**config.mk**
```make
export PLATFORM = sky130hd
export DESIGN_NAME = hsl_to_rgb565_converter_top
export DESIGN_NICKNAME = d
export VERILOG_FILES = /design/src/hdl/h2r_pkg.sv /design/src/hdl/hsl_to_rgb565_converter_top.sv /design/src/hdl/h2r_pipe_ctrl.sv
export SDC_FILE = /design/constraint.sdc
export NUM_CORES = 2
export LEC_CHECK = 0
export BUFFER_PORTS_ARGS = -buffer_cell sky130_fd_sc_hd__buf_2
export CORE_MARGIN = 10
export CORE_UTILIZATION = 45
export DETAILED_ROUTE_END_ITERATION = 7
export GPL_ROUTABILITY_DRIVEN = 0
export GPL_TIMING_DRIVEN = 0
export HOLD_SLACK_MARGIN = 0.05
export PLACE_DENSITY = 0.68
export SLEW_MARGIN = 15
export SYNTH_ARGS = -nofsm -noshare
export SYNTH_HDL_FRONTEND = slang
export SYNTH_SLANG_ARGS = --single-unit
```
**constraint.sdc**
```tcl
create_clock -name i_clk -period 11.4 [get_ports i_clk]
set_input_delay 1.14 -clock i_clk [delete_from_list [all_inputs] [get_ports i_clk]]
set_output_delay 1.14 -clock i_clk [all_outputs]
set_load 0.02 [all_outputs]
```
**src/hdl/h2r_pkg.sv**
```systemverilog
// ----------------------------------------------------------------------------
// h2r_pkg
// Shared widths, reciprocal constants and pipeline control types for the
// hsl to rgb565 converter.
// ----------------------------------------------------------------------------
package h2r_pkg;

    localparam int HUE_W   = 15;
    localparam int SL_W    = 13;
    localparam int RGB_W   = 16;
    localparam int CH8_W   = 8;
    localparam int NUM_CH  = 3;
    localparam int HUE_MAX = (1 << HUE_W) - 1;

    // register stages from input to output
    localparam int H2R_STAGES = 7;

    // floor(x / 60) = (x * RECIP60_M) >> RECIP60_SH, exact for x below 2^16
    localparam int               RECIP60_W  = 16;
    localparam logic [15:0]      RECIP60_M  = 16'd34953;
    localparam int               RECIP60_SH = 21;

    // floor(x / 6) = (x * RECIP6_M) >> RECIP6_SH, exact for x below 2^11
    localparam int               RECIP6_W   = 10;
    localparam logic [9:0]       RECIP6_M   = 10'd683;
    localparam int               RECIP6_SH  = 12;

    // floor(x / 15) = (x * RECIP15_M) >> RECIP15_SH, exact for x below 2^12
    localparam int               RECIP15_W  = 13;
    localparam logic [12:0]      RECIP15_M  = 13'd4370;
    localparam int               RECIP15_SH = 16;

    // rounded channel value before the final divide by 15
    localparam int               P_W   = 12;
    localparam logic [P_W-1:0]   P_MAX = 12'd3832;

    typedef struct packed {
        logic [H2R_STAGES-1:0] load;
        logic [H2R_STAGES-1:0] valid;
    } t_pipe_ctl;

endpackage

```
**src/hdl/hsl_to_rgb565_converter_top.sv**
```systemverilog
// ----------------------------------------------------------------------------
// hsl_to_rgb565_converter_top
// Converts hue, saturation and lightness into a packed rgb565 pixel using
// exact fixed point and one round-half-up step per channel.
//
//   channel   signals                                       dir
//   input     i_valid, o_stall, i_hue, i_saturation,        in
//             i_lightness
//   output    o_valid, i_stall, o_rgb565                    out
//
// One item per clock sustained while i_stall is low; there are seven register
// stages, the last one being the output register.
// Reset clears only the stage valid bits; payload registers are not reset.
// A stall holds the output register; earlier stages keep filling empty
// slots, and o_stall rises only once all seven stages hold an item.
// ----------------------------------------------------------------------------
module hsl_to_rgb565_converter_top
    import h2r_pkg::*;
#(
    parameter int UNIT_FRAC_BITS = 12,
    parameter int HUE_FRAC_BITS  = 6
) (
    input  logic             i_clk,
    input  logic             i_rst_n,
    input  logic             i_valid,
    output logic             o_stall,
    input  logic [HUE_W-1:0] i_hue,
    input  logic [SL_W-1:0]  i_saturation,
    input  logic [SL_W-1:0]  i_lightness,
    output logic             o_valid,
    input  logic             i_stall,
    output logic [RGB_W-1:0] o_rgb565
);

    localparam int UW      = UNIT_FRAC_BITS + 1;
    localparam int CW      = 2 * UNIT_FRAC_BITS + 1;
    localparam int MCW     = 2 * UNIT_FRAC_BITS + 2;
    localparam int HW      = HUE_FRAC_BITS + 6;
    localparam int SH      = 2 * UNIT_FRAC_BITS + HUE_FRAC_BITS + 3;
    localparam int VW      = SH + 4;
    localparam int NW      = VW + CH8_W;
    localparam int H60     = 60 << HUE_FRAC_BITS;
    localparam int Q60_MAX = (HUE_MAX >> HUE_FRAC_BITS) / 60;
    localparam int QW      = (Q60_MAX < 2) ? 1 : $clog2(Q60_MAX + 1);

    localparam logic [UW-1:0]  UNIT_ONE = UW'(1) << UNIT_FRAC_BITS;
    localparam logic [HW-1:0]  H60_K    = HW'(H60);
    localparam logic [VW-1:0]  CV_K     = VW'(2 * H60);
    localparam logic [VW-1:0]  MV_K     = VW'(H60);
    localparam logic [NW-1:0]  HALF_DEN = NW'(15) << (SH - 1);
    localparam logic [MCW-1:0] MC_MAX   = MCW'(1) << (2 * UNIT_FRAC_BITS + 1);

    typedef enum logic [2:0] {
        SEXT_RY,
        SEXT_YG,
        SEXT_GC,
        SEXT_CB,
        SEXT_BM,
        SEXT_MR
    } t_sext;

    t_pipe_ctl ctl;

    h2r_pipe_ctrl u_ctrl (
        .i_clk   (i_clk),
        .i_rst_n (i_rst_n),
        .i_valid (i_valid),
        .i_stall (i_stall),
        .o_stall (o_stall),
        .o_ctl   (ctl)
    );

    // ---------------- stage 1: clamp, distance from mid grey, hue / 60 deg
    logic [HUE_W-1:0]           hue_hi;
    logic [HUE_W+RECIP60_W-1:0] q60_prod;
    logic [UW-1:0]              s_c;
    logic [UW-1:0]              l_c;
    logic [UW:0]                two_l;
    logic [UW:0]                l_dev;
    logic [QW-1:0]              n1_q60;
    logic [UW-1:0]              n1_a;

    logic [HUE_W-1:0] r1_hue;
    logic [QW-1:0]    r1_q60;
    logic [UW-1:0]    r1_a;
    logic [UW-1:0]    r1_s;
    logic [UW-1:0]    r1_l;

    always_comb begin
        hue_hi   = i_hue >> HUE_FRAC_BITS;
        q60_prod = hue_hi * RECIP60_M;
        n1_q60   = QW'(q60_prod >> RECIP60_SH);
        s_c      = (i_saturation > UNIT_ONE) ? UNIT_ONE : UW'(i_saturation);
        l_c      = (i_lightness > UNIT_ONE) ? UNIT_ONE : UW'(i_lightness);
        two_l    = {l_c, 1'b0};
        if (two_l >= (UW + 1)'(UNIT_ONE)) begin
            l_dev = two_l - (UW + 1)'(UNIT_ONE);
        end else begin
            l_dev = (UW + 1)'(UNIT_ONE) - two_l;
        end
        n1_a = UW'((UW + 1)'(UNIT_ONE) - l_dev);
    end

    always_ff @(posedge i_clk) begin
        if (ctl.load[0]) begin
            r1_hue <= i_hue;
            r1_q60 <= n1_q60;
            r1_a   <= n1_a;
            r1_s   <= s_c;
            r1_l   <= l_c;
        end
    end

    // ---------------- stage 2: chroma, position within the sextant
    logic [2*UW-1:0]           c_prod;
    logic [HUE_W-1:0]          base60;
    logic [HW-1:0]             rem;
    logic [HW-1:0]             n2_t;
    logic [QW+RECIP6_W-1:0]    q6_prod;

    logic [CW-1:0] r2_cnum;
    logic [HW-1:0] r2_t;
    logic [QW-1:0] r2_q60;
    logic [QW-1:0] r2_q6;
    logic [UW-1:0] r2_l;

    always_comb begin
        c_prod  = r1_a * r1_s;
        base60  = HUE_W'(r1_q60 * H60_K);
        rem     = HW'(r1_hue - base60);
        // odd sextants count down towards the next primary
        n2_t    = r1_q60[0] ? (H60_K - rem) : rem;
        q6_prod = r1_q60 * RECIP6_M;
    end

    always_ff @(posedge i_clk) begin
        if (ctl.load[1]) begin
            r2_cnum <= CW'(c_prod);
            r2_t    <= n2_t;
            r2_q60  <= r1_q60;
            r2_q6   <= QW'(q6_prod >> RECIP6_SH);
            r2_l    <= r1_l;
        end
    end

    // ---------------- stage 3: lightness offset core, sextant index
    logic [QW+2:0] sext_w;

    logic [CW-1:0]  r3_cnum;
    logic [HW-1:0]  r3_t;
    logic [MCW-1:0] r3_mcore;
    t_sext          r3_sext;

    always_comb begin
        sext_w = (QW + 3)'(r2_q60) - (QW + 3)'(r2_q6) * (QW + 3)'(6);
    end

    always_ff @(posedge i_clk) begin
        if (ctl.load[2]) begin
            r3_cnum  <= r2_cnum;
            r3_t     <= r2_t;
            r3_mcore <= (MCW'(r2_l) << (UNIT_FRAC_BITS + 1)) - MCW'(r2_cnum);
            r3_sext  <= t_sext'(sext_w[2:0]);
        end
    end

    // ---------------- stage 4: scale chroma, secondary and offset
    logic [CW+HW-1:0] x_prod;

    logic [VW-1:0] r4_cv;
    logic [VW-1:0] r4_xv;
    logic [VW-1:0] r4_mv;
    t_sext         r4_sext;

    always_comb begin
        x_prod = r3_cnum * r3_t;
    end

    always_ff @(posedge i_clk) begin
        if (ctl.load[3]) begin
            r4_cv   <= VW'(r3_cnum) * CV_K;
            r4_xv   <= VW'({x_prod, 1'b0});
            r4_mv   <= VW'(r3_mcore) * MV_K;
            r4_sext <= r3_sext;
        end
    end

    // ---------------- stage 5: place components on channels, add offset
    logic [VW-1:0] k_ch [NUM_CH];
    logic [VW-1:0] r5_v [NUM_CH];

    always_comb begin
        case (r4_sext)
            SEXT_RY: begin
                k_ch[0] = r4_cv; k_ch[1] = r4_xv; k_ch[2] = '0;
            end
            SEXT_YG: begin
                k_ch[0] = r4_xv; k_ch[1] = r4_cv; k_ch[2] = '0;
            end
            SEXT_GC: begin
                k_ch[0] = '0;    k_ch[1] = r4_cv; k_ch[2] = r4_xv;
            end
            SEXT_CB: begin
                k_ch[0] = '0;    k_ch[1] = r4_xv; k_ch[2] = r4_cv;
            end
            SEXT_BM: begin
                k_ch[0] = r4_xv; k_ch[1] = '0;    k_ch[2] = r4_cv;
            end
            default: begin
                k_ch[0] = r4_cv; k_ch[1] = '0;    k_ch[2] = r4_xv;
            end
        endcase
    end

    always_ff @(posedge i_clk) begin
        if (ctl.load[4]) begin
            for (int c = 0; c < NUM_CH; c++) begin
                r5_v[c] <= k_ch[c] + r4_mv;
            end
        end
    end

    // ---------------- stage 6: times 255 plus half, drop the power of two
    logic [NW-1:0]  w_ch [NUM_CH];
    logic [P_W-1:0] r6_p [NUM_CH];

    always_comb begin
        for (int c = 0; c < NUM_CH; c++) begin
            w_ch[c] = {r5_v[c], 8'b0} - NW'(r5_v[c]) + HALF_DEN;
        end
    end

    always_ff @(posedge i_clk) begin
        if (ctl.load[5]) begin
            for (int c = 0; c < NUM_CH; c++) begin
                r6_p[c] <= w_ch[c][SH +: P_W];
            end
        end
    end

    // ---------------- stage 7: divide by 15, saturate, pack
    logic [P_W+RECIP15_W-1:0] d_prod [NUM_CH];
    logic [CH8_W:0]           q9     [NUM_CH];
    logic [CH8_W-1:0]         ch8    [NUM_CH];
    logic [RGB_W-1:0]         r7_rgb565;

    always_comb begin
        for (int c = 0; c < NUM_CH; c++) begin
            d_prod[c] = r6_p[c] * RECIP15_M;
            q9[c]     = d_prod[c][RECIP15_SH +: CH8_W + 1];
            ch8[c]    = q9[c][CH8_W] ? '1 : q9[c][CH8_W-1:0];
        end
    end

    always_ff @(posedge i_clk) begin
        if (ctl.load[6]) begin
            r7_rgb565 <= {ch8[0][7:3], ch8[1][7:2], ch8[2][7:3]};
        end
    end

    assign o_rgb565 = r7_rgb565;
    assign o_valid  = ctl.valid[H2R_STAGES-1];

    // reciprocal divide by six must land on the true quotient
    a_sext_quotient: assert property (@(posedge i_clk) disable iff (!i_rst_n)
        ctl.valid[1] |-> ((r2_q60 >= r2_q6 * 6) && (r2_q60 < r2_q6 * 6 + 6)))
        else $error("sextant quotient out of range");

    a_hue_offset: assert property (@(posedge i_clk) disable iff (!i_rst_n)
        ctl.valid[1] |-> (r2_t <= H60_K))
        else $error("hue offset beyond one sextant");

    a_offset_core: assert property (@(posedge i_clk) disable iff (!i_rst_n)
        ctl.valid[2] |-> (r3_mcore <= MC_MAX))
        else $error("lightness offset out of range");

    a_round_range: assert property (@(posedge i_clk) disable iff (!i_rst_n)
        ctl.valid[5] |-> ((r6_p[0] <= P_MAX) && (r6_p[1] <= P_MAX) && (r6_p[2] <= P_MAX)))
        else $error("rounded channel exceeds full scale");

endmodule

```
**src/hdl/h2r_pipe_ctrl.sv**
```systemverilog
// ----------------------------------------------------------------------------
// h2r_pipe_ctrl
// Valid bits and load enables for the converter pipeline; empty stages are
// filled while the output is stalled, so bubbles squeeze out.
// ----------------------------------------------------------------------------
module h2r_pipe_ctrl
    import h2r_pkg::*;
(
    input  logic      i_clk,
    input  logic      i_rst_n,
    input  logic      i_valid,
    input  logic      i_stall,
    output logic      o_stall,
    output t_pipe_ctl o_ctl
);

    logic [H2R_STAGES-1:0] r_valid;
    logic [H2R_STAGES-1:0] n_valid;
    logic [H2R_STAGES:0]   rdy;

    always_comb begin
        rdy[H2R_STAGES] = !i_stall;
        for (int k = H2R_STAGES - 1; k >= 0; k--) begin
            rdy[k] = !r_valid[k] || rdy[k+1];
        end
        n_valid[0] = rdy[0] ? i_valid : r_valid[0];
        for (int k = 1; k < H2R_STAGES; k++) begin
            n_valid[k] = rdy[k] ? r_valid[k-1] : r_valid[k];
        end
    end

    always_ff @(posedge i_clk) begin
        if (!i_rst_n) begin
            r_valid <= '0;
        end else begin
            r_valid <= n_valid;
        end
    end

    assign o_stall     = !rdy[0];
    assign o_ctl.load  = rdy[H2R_STAGES-1:0];
    assign o_ctl.valid = r_valid;

    // upstream only waits when every stage holds an item and the output is held
    a_stall_only_when_full: assert property (@(posedge i_clk) disable iff (!i_rst_n)
        o_stall |-> ((&r_valid) && i_stall))
        else $error("input stalled with a free stage in the pipeline");

    a_empty_stage_loads: assert property (@(posedge i_clk) disable iff (!i_rst_n)
        !r_valid[0] |-> rdy[0])
        else $error("empty first stage not loading");

    a_output_held: assert property (@(posedge i_clk) disable iff (!i_rst_n)
        (r_valid[H2R_STAGES-1] && i_stall) |=> r_valid[H2R_STAGES-1])
        else $error("stalled output item dropped");

endmodule

```
# Word-level counts from Yosys, hierarchy flattened
# Memory sizes are Yosys's and may differ from the RTL's.
# Index checks and enable logic that the tools add are counted.
[op_classes]
addsub = 16
n_mul = 11
magnitude_cmp = 3
n_eq_ne = 4
mux = 8
reduce_logical = 17
[ops]
columns = ["operator", "count"]
rows = [
  ["$pmux W111 S5", 1],
  ["$add A45 B36 Y45 const B", 3],
  ["$sub A45 B37 Y45", 3],
  ["$add A37 B37 Y37", 3],
  ["$mul A12 B12 Y24 const B", 3],
  ["$mul A25 B12 Y36", 1],
  ["$mul A26 B4 Y29 const B", 1],
  ["$mul A25 B4 Y28 const B", 1],
  ["$gt A13 B13 Y1 const B", 2],
  ["$mux W13", 2],
  ["$sub A13 B13 Y13 const A", 2],
  ["$sub A26 B25 Y26", 1],
  ["$mul A13 B13 Y25", 1],
  ["$mul A9 B16 Y25 const B", 1],
  ["$ge A14 B13 Y1 const B", 1],
  ["$mul A4 B10 Y14 const B", 1],
  ["$sub A13 B13 Y13 const B", 1],
  ["$mux W12", 1],
  ["$sub A12 B12 Y12", 1],
  ["$sub A12 B12 Y12 const A", 1],
  ["$logic_not A1 Y1", 9],
  ["$logic_or A1 B1 Y1", 7],
  ["$eq A3 B2 Y1 const B", 2],
  ["$mul A4 B1 Y4 const B", 1],
  ["6 further kinds", 9],
]
[totals]
ff_bits = 295
ram_bits = 147
input_bits = 45
output_inout_bits = 18
elab_cells = 89
n_memories = 2
[memory_table]
columns = ["memory", "words", "word_bits", "rd", "rd_clocked_by_memory_dff", "write_ports", "line", "rtl"]
rows = [
  ["r5_v", 3, 37, 3, 0, 3, "hsl_to_rgb565_converter_top.sv:190", "logic [VW-1:0] r5_v [NUM_CH];"],
  ["r6_p", 3, 12, 3, 0, 3, "hsl_to_rgb565_converter_top.sv:225", "logic [P_W-1:0] r6_p [NUM_CH];"],
]

# Longest topological paths before layout
[depth]
word_depth = 9
ltp_mapped = 24
ltp_nobuf = 22

# Hierarchy
# Synthesis repeated with hierarchy kept, for this count alone.
[hier_totals]
hier_cells = 4568
area_unflattened_um2 = 46719.8
[by_module_without_submodules]
columns = ["mod", "instances", "cells_each", "area_each_um2", "seq_area_each_um2"]
rows = [
  ["hsl_to_rgb565_converter_top", 1, 4538, 46438.3, 12582.1],
  ["h2r_pipe_ctrl", 1, 30, 281.5, 140.1],
]

# Worst setup path after synthesis
# Ideal clock, no wire load.
[synth_path]
kind = "register to register"
start = "reg r3_cnum[16]"
end = "reg r4_xv[35], data pin"
setup_time_ps = 135
arrival_time_ps = 5737
path_slack_ps = 5528
path_stages_with_launch = 24
cell_sequence = "edfxtp_1 -> clkbuf_1 -> nand2_1 -> fa_1 -> inv_1 -> fa_1 -> inv_1 -> fa_1 -> inv_1 -> fa_1 -> inv_1 -> fa_1 -> inv_1 -> ha_1 -> clkbuf_1 -> a21o_1 -> nand2_1 -> nand2b_1 -> a21o_1 -> nand2_1 -> nand2b_1 -> a211o_1 -> or4b_1 -> nand3_1"
[synth_between]
elab_chain_len = 1
[synth_lines]
columns = ["item", "line", "rtl"]
rows = [
  ["start, declared", "hsl_to_rgb565_converter_top.sv:149", "logic [CW-1:0] r3_cnum;"],
  ["start signal, assigned", "hsl_to_rgb565_converter_top.sv:160", "r3_cnum <= r2_cnum;"],
  ["$mul A25 B12 Y36", "hsl_to_rgb565_converter_top.sv:176", "x_prod = r3_cnum * r3_t;"],
  ["net x_prod[34]", "hsl_to_rgb565_converter_top.sv:168", "logic [CW+HW-1:0] x_prod;"],
  ["end signal, assigned", "hsl_to_rgb565_converter_top.sv:182", "r4_xv <= VW'({x_prod, 1'b0});"],
  ["end, declared", "hsl_to_rgb565_converter_top.sv:171", "logic [VW-1:0] r4_xv;"],
]
# The timed path passes the listed nets, and every way through them passes these cells.
# A chain may end at the register's enable or synchronous reset.

# Worst setup path after layout
[layout_path]
start = "reg r3_cnum[8]"
end = "reg r4_xv[31], data pin"
# Same word-level chain as after synthesis.

==> flow_summary.yaml <==
run_status:
  status: "finished, final reports clean"
clock_network:
  cts_resized: 0
  cts_setup_buffers: 0
  insertion_delay_ns: 0.61
  cts_sinks: 426
  clk_pin_slew_worst_paths_ns: 0.07
  cts_tree: "built"
  htree_levels: 2
  cts_made_buffers: 48
  cts_root_buffer: "clkbuf_16"
  cts_hold_buf: 0
  cts_buffer_depth: 3
synth:
  ys_ff_latch: 426
  yosys_warnings: 0
  synth_largest_area_cell: "edfxtp_1"
  syn_nets: 5755
  netlist_instances: 4555
  synth_edf_count: 419
  synth.most_common_cell: "inv_1"
  synthFlopType: "edfxtp_1"
  synth_seq_area_share_pct: 27.2
  synth.distinct_cells: 87
  syn_area_per_cell_um2: 10.3
  synthTopCellsByCount: "710 x inv_1, 703 x ha_1, 452 x fa_1"
  synthTopCellsByArea: "edfxtp_1 27%, fa_1 19%, ha_1 19%, inv_1 5.7%, xnor2_1 3.7%"
  yosysTopAreaCellShare_pct: 26.9
  netlist_area_mm2: 0.0467
  synthArstFlopShare_pct: 0
timing:
  finalSetupViolCount: 0
  slew_headroom_pct: 35.3
  fin_hold_ws_ns: 0.409
  hold_violations: 0
  clock.fmax_mhz: 143
  worst_pin_slew_ns: 0.969
  clock_skew_ns: 0.0341
  rsz0062_at_grt: "no"
  min_period_over_period_pct: 61.3
  min_period_ns: 6.99
  tns_ns: 0
  slew_violations: 0
placed_design:
  dp_hpwl_um: 89100
  io_buffers: 60
worst_setup_path:
  cp_max_fo: 10
  worstSetupPathType: "reg2reg"
  cp-end-kind: "register"
  critPathLaunchType: "register"
  cp.required_ns: 11.73
  worstPathArrival_ns: 7.32
die:
  dieHeight_um: 342
  ioPinCount: 63
  start_util_pct: 45.2
  fp.dieW_um: 342
  core_area_mm2: 0.103
  row_count: 118
  die_area_mm2: 0.117
final_layout:
  antenna_cells: 0
  area_growth_pct: 8.10
  nets: 5869
  drive_above_1_share_pct: 3.99
  multiInputGateArea_mm2: 0.0309
  ff_latch_area_mm2: 0.0127
  n_fill_cell: 9439
route:
  viasPerCell: 5.34
  vias: 32500
  drt_iter0_drc: 2028
  dr.pass1.iters: 6
  wl_um: 106000
  postRouteAntennaNets: 0
  drcViolationCount: 0
  wl_per_cell_um: 17.4
global_route:
  grt_overflow_total: 0
  grt_util_all_layers_pct: 18.3
  grt_pass1_vias: 33300
  antenna_found_initial: 4
  grt_max_degree: 67
  grt_pass1_wl_um: 174000
min_path:
  hp-class: "reg2reg"
flow_run:
  cap_violations: 0
==> worst paths after layout <==
kind	start	to	slack (ns)	cells after the start
setup reg to reg	r3_cnum[8]$_DFFE_PP_	r4_xv[31]$_DFFE_PP_	4.41	20
hold reg to reg	r2_t[8]$_DFFE_PP_	r3_t[8]$_DFFE_PP_	0.41	0
hold / removal	r2_t[8]$_DFFE_PP_	r3_t[8]$_DFFE_PP_	0.41	0
setup / recovery	r3_cnum[8]$_DFFE_PP_	r4_xv[31]$_DFFE_PP_	4.41	20
==> cells in the final DEF (no fill, tap or decap), types with 63 or more instances in the layout <==
cell and count:
inv_1 707, ha_1 703, fa_1 452, nand2_1 420
edfxtp_1 419, a21oi_1 199, xnor2_1 196, and2_1 172
nor2_1 171, clkbuf_1 113, a21o_1 108, o21ai_0 103
a22o_1 77, nor3_1 73, xor2_1 67, nor2b_1 63
==> kinds of logic (layout without fill, tap and decap cells) <==
logic type               after synthesis  after routing  synth area share [%]
adder cells (fa/ha/maj)             1155           1155                  38.2
AND/OR/NAND/NOR                     1105           1105                  11.5
buffers and inverters                819            972                  6.58
AO/OA/AOI/OAI                        782            782                  11.5
flip-flops                           426            426                  27.2
XOR/XNOR                             263            263                  4.93
multiplexers                           5              5                 0.112
==> critical path, stage by stage, from the launching register on <==
cell and delay [ns]:
edfxtp_1 0.73, clkbuf_1 0.56, nand2_1 0.19, fa_1 0.57, inv_1 0.05, fa_1 0.50
inv_1 0.06, fa_1 0.53, inv_1 0.05, fa_1 0.47, inv_1 0.05, fa_1 0.47
inv_1 0.04, ha_1 0.32, a31oi_2 0.25, o211ai_1 0.18, a31o_2 0.29, a21oi_2 0.37
o21ai_1 0.32, mux2i_1 0.18, nor4_1 0.53
==> area by class of cell <==
cell class / count / area share (%)
plain buffers: 109 / 0.810
clock buffers: 54 / 2.51
clock inverters: 35 / 0.736
inverters: 710 / 5.28
multi-input cells: 3310 / 61.3
flip-flops and latches: 426 / 25.2
well taps: 1380 / 3.42
repair buffers: 64 / 0.783
==> sequential cells by signal (all words and copies together) (netlist names), 11 cells and up <==
name      count
r3_t         12
r2_l         13
r2_t         12
r4_mv        28
r1_l         13
r4_xv        35
r1_hue       12
r1_s         13
r6_p         36
r3_cnum      24
r1_a         11
r5_v        105
o_rgb565     16
r4_cv        26
r2_cnum      24
r3_mcore     24
==> routing by layer <==
metal  wire [µm]  GRT usage, %  up-vias  share of wire, %
li1            -             -    15700                 -
met1       45400          23.1    15800                43
met2       51800          31.7      754                49
met3        4650          2.34      210               4.4
met4        4130          6.69        6               3.9
met5          40             0        -             0.038
==> per-stage QoR <==
step                worst slack, ns  util, %  cells  instance area, µm²
CTS                            4.51     48.9   6088               50500
global placement               4.56     47.2   5995               48700
finish                         4.41     48.9   6088               50500
global route                   4.16     48.9   6088               50500
floorplan                      5.53        -   4555               46700
detailed placement             4.55     47.3   5999               48900
Power is not shown: default switching activity piles up to over one toggle a cycle in this logic, so the estimate is an artifact.
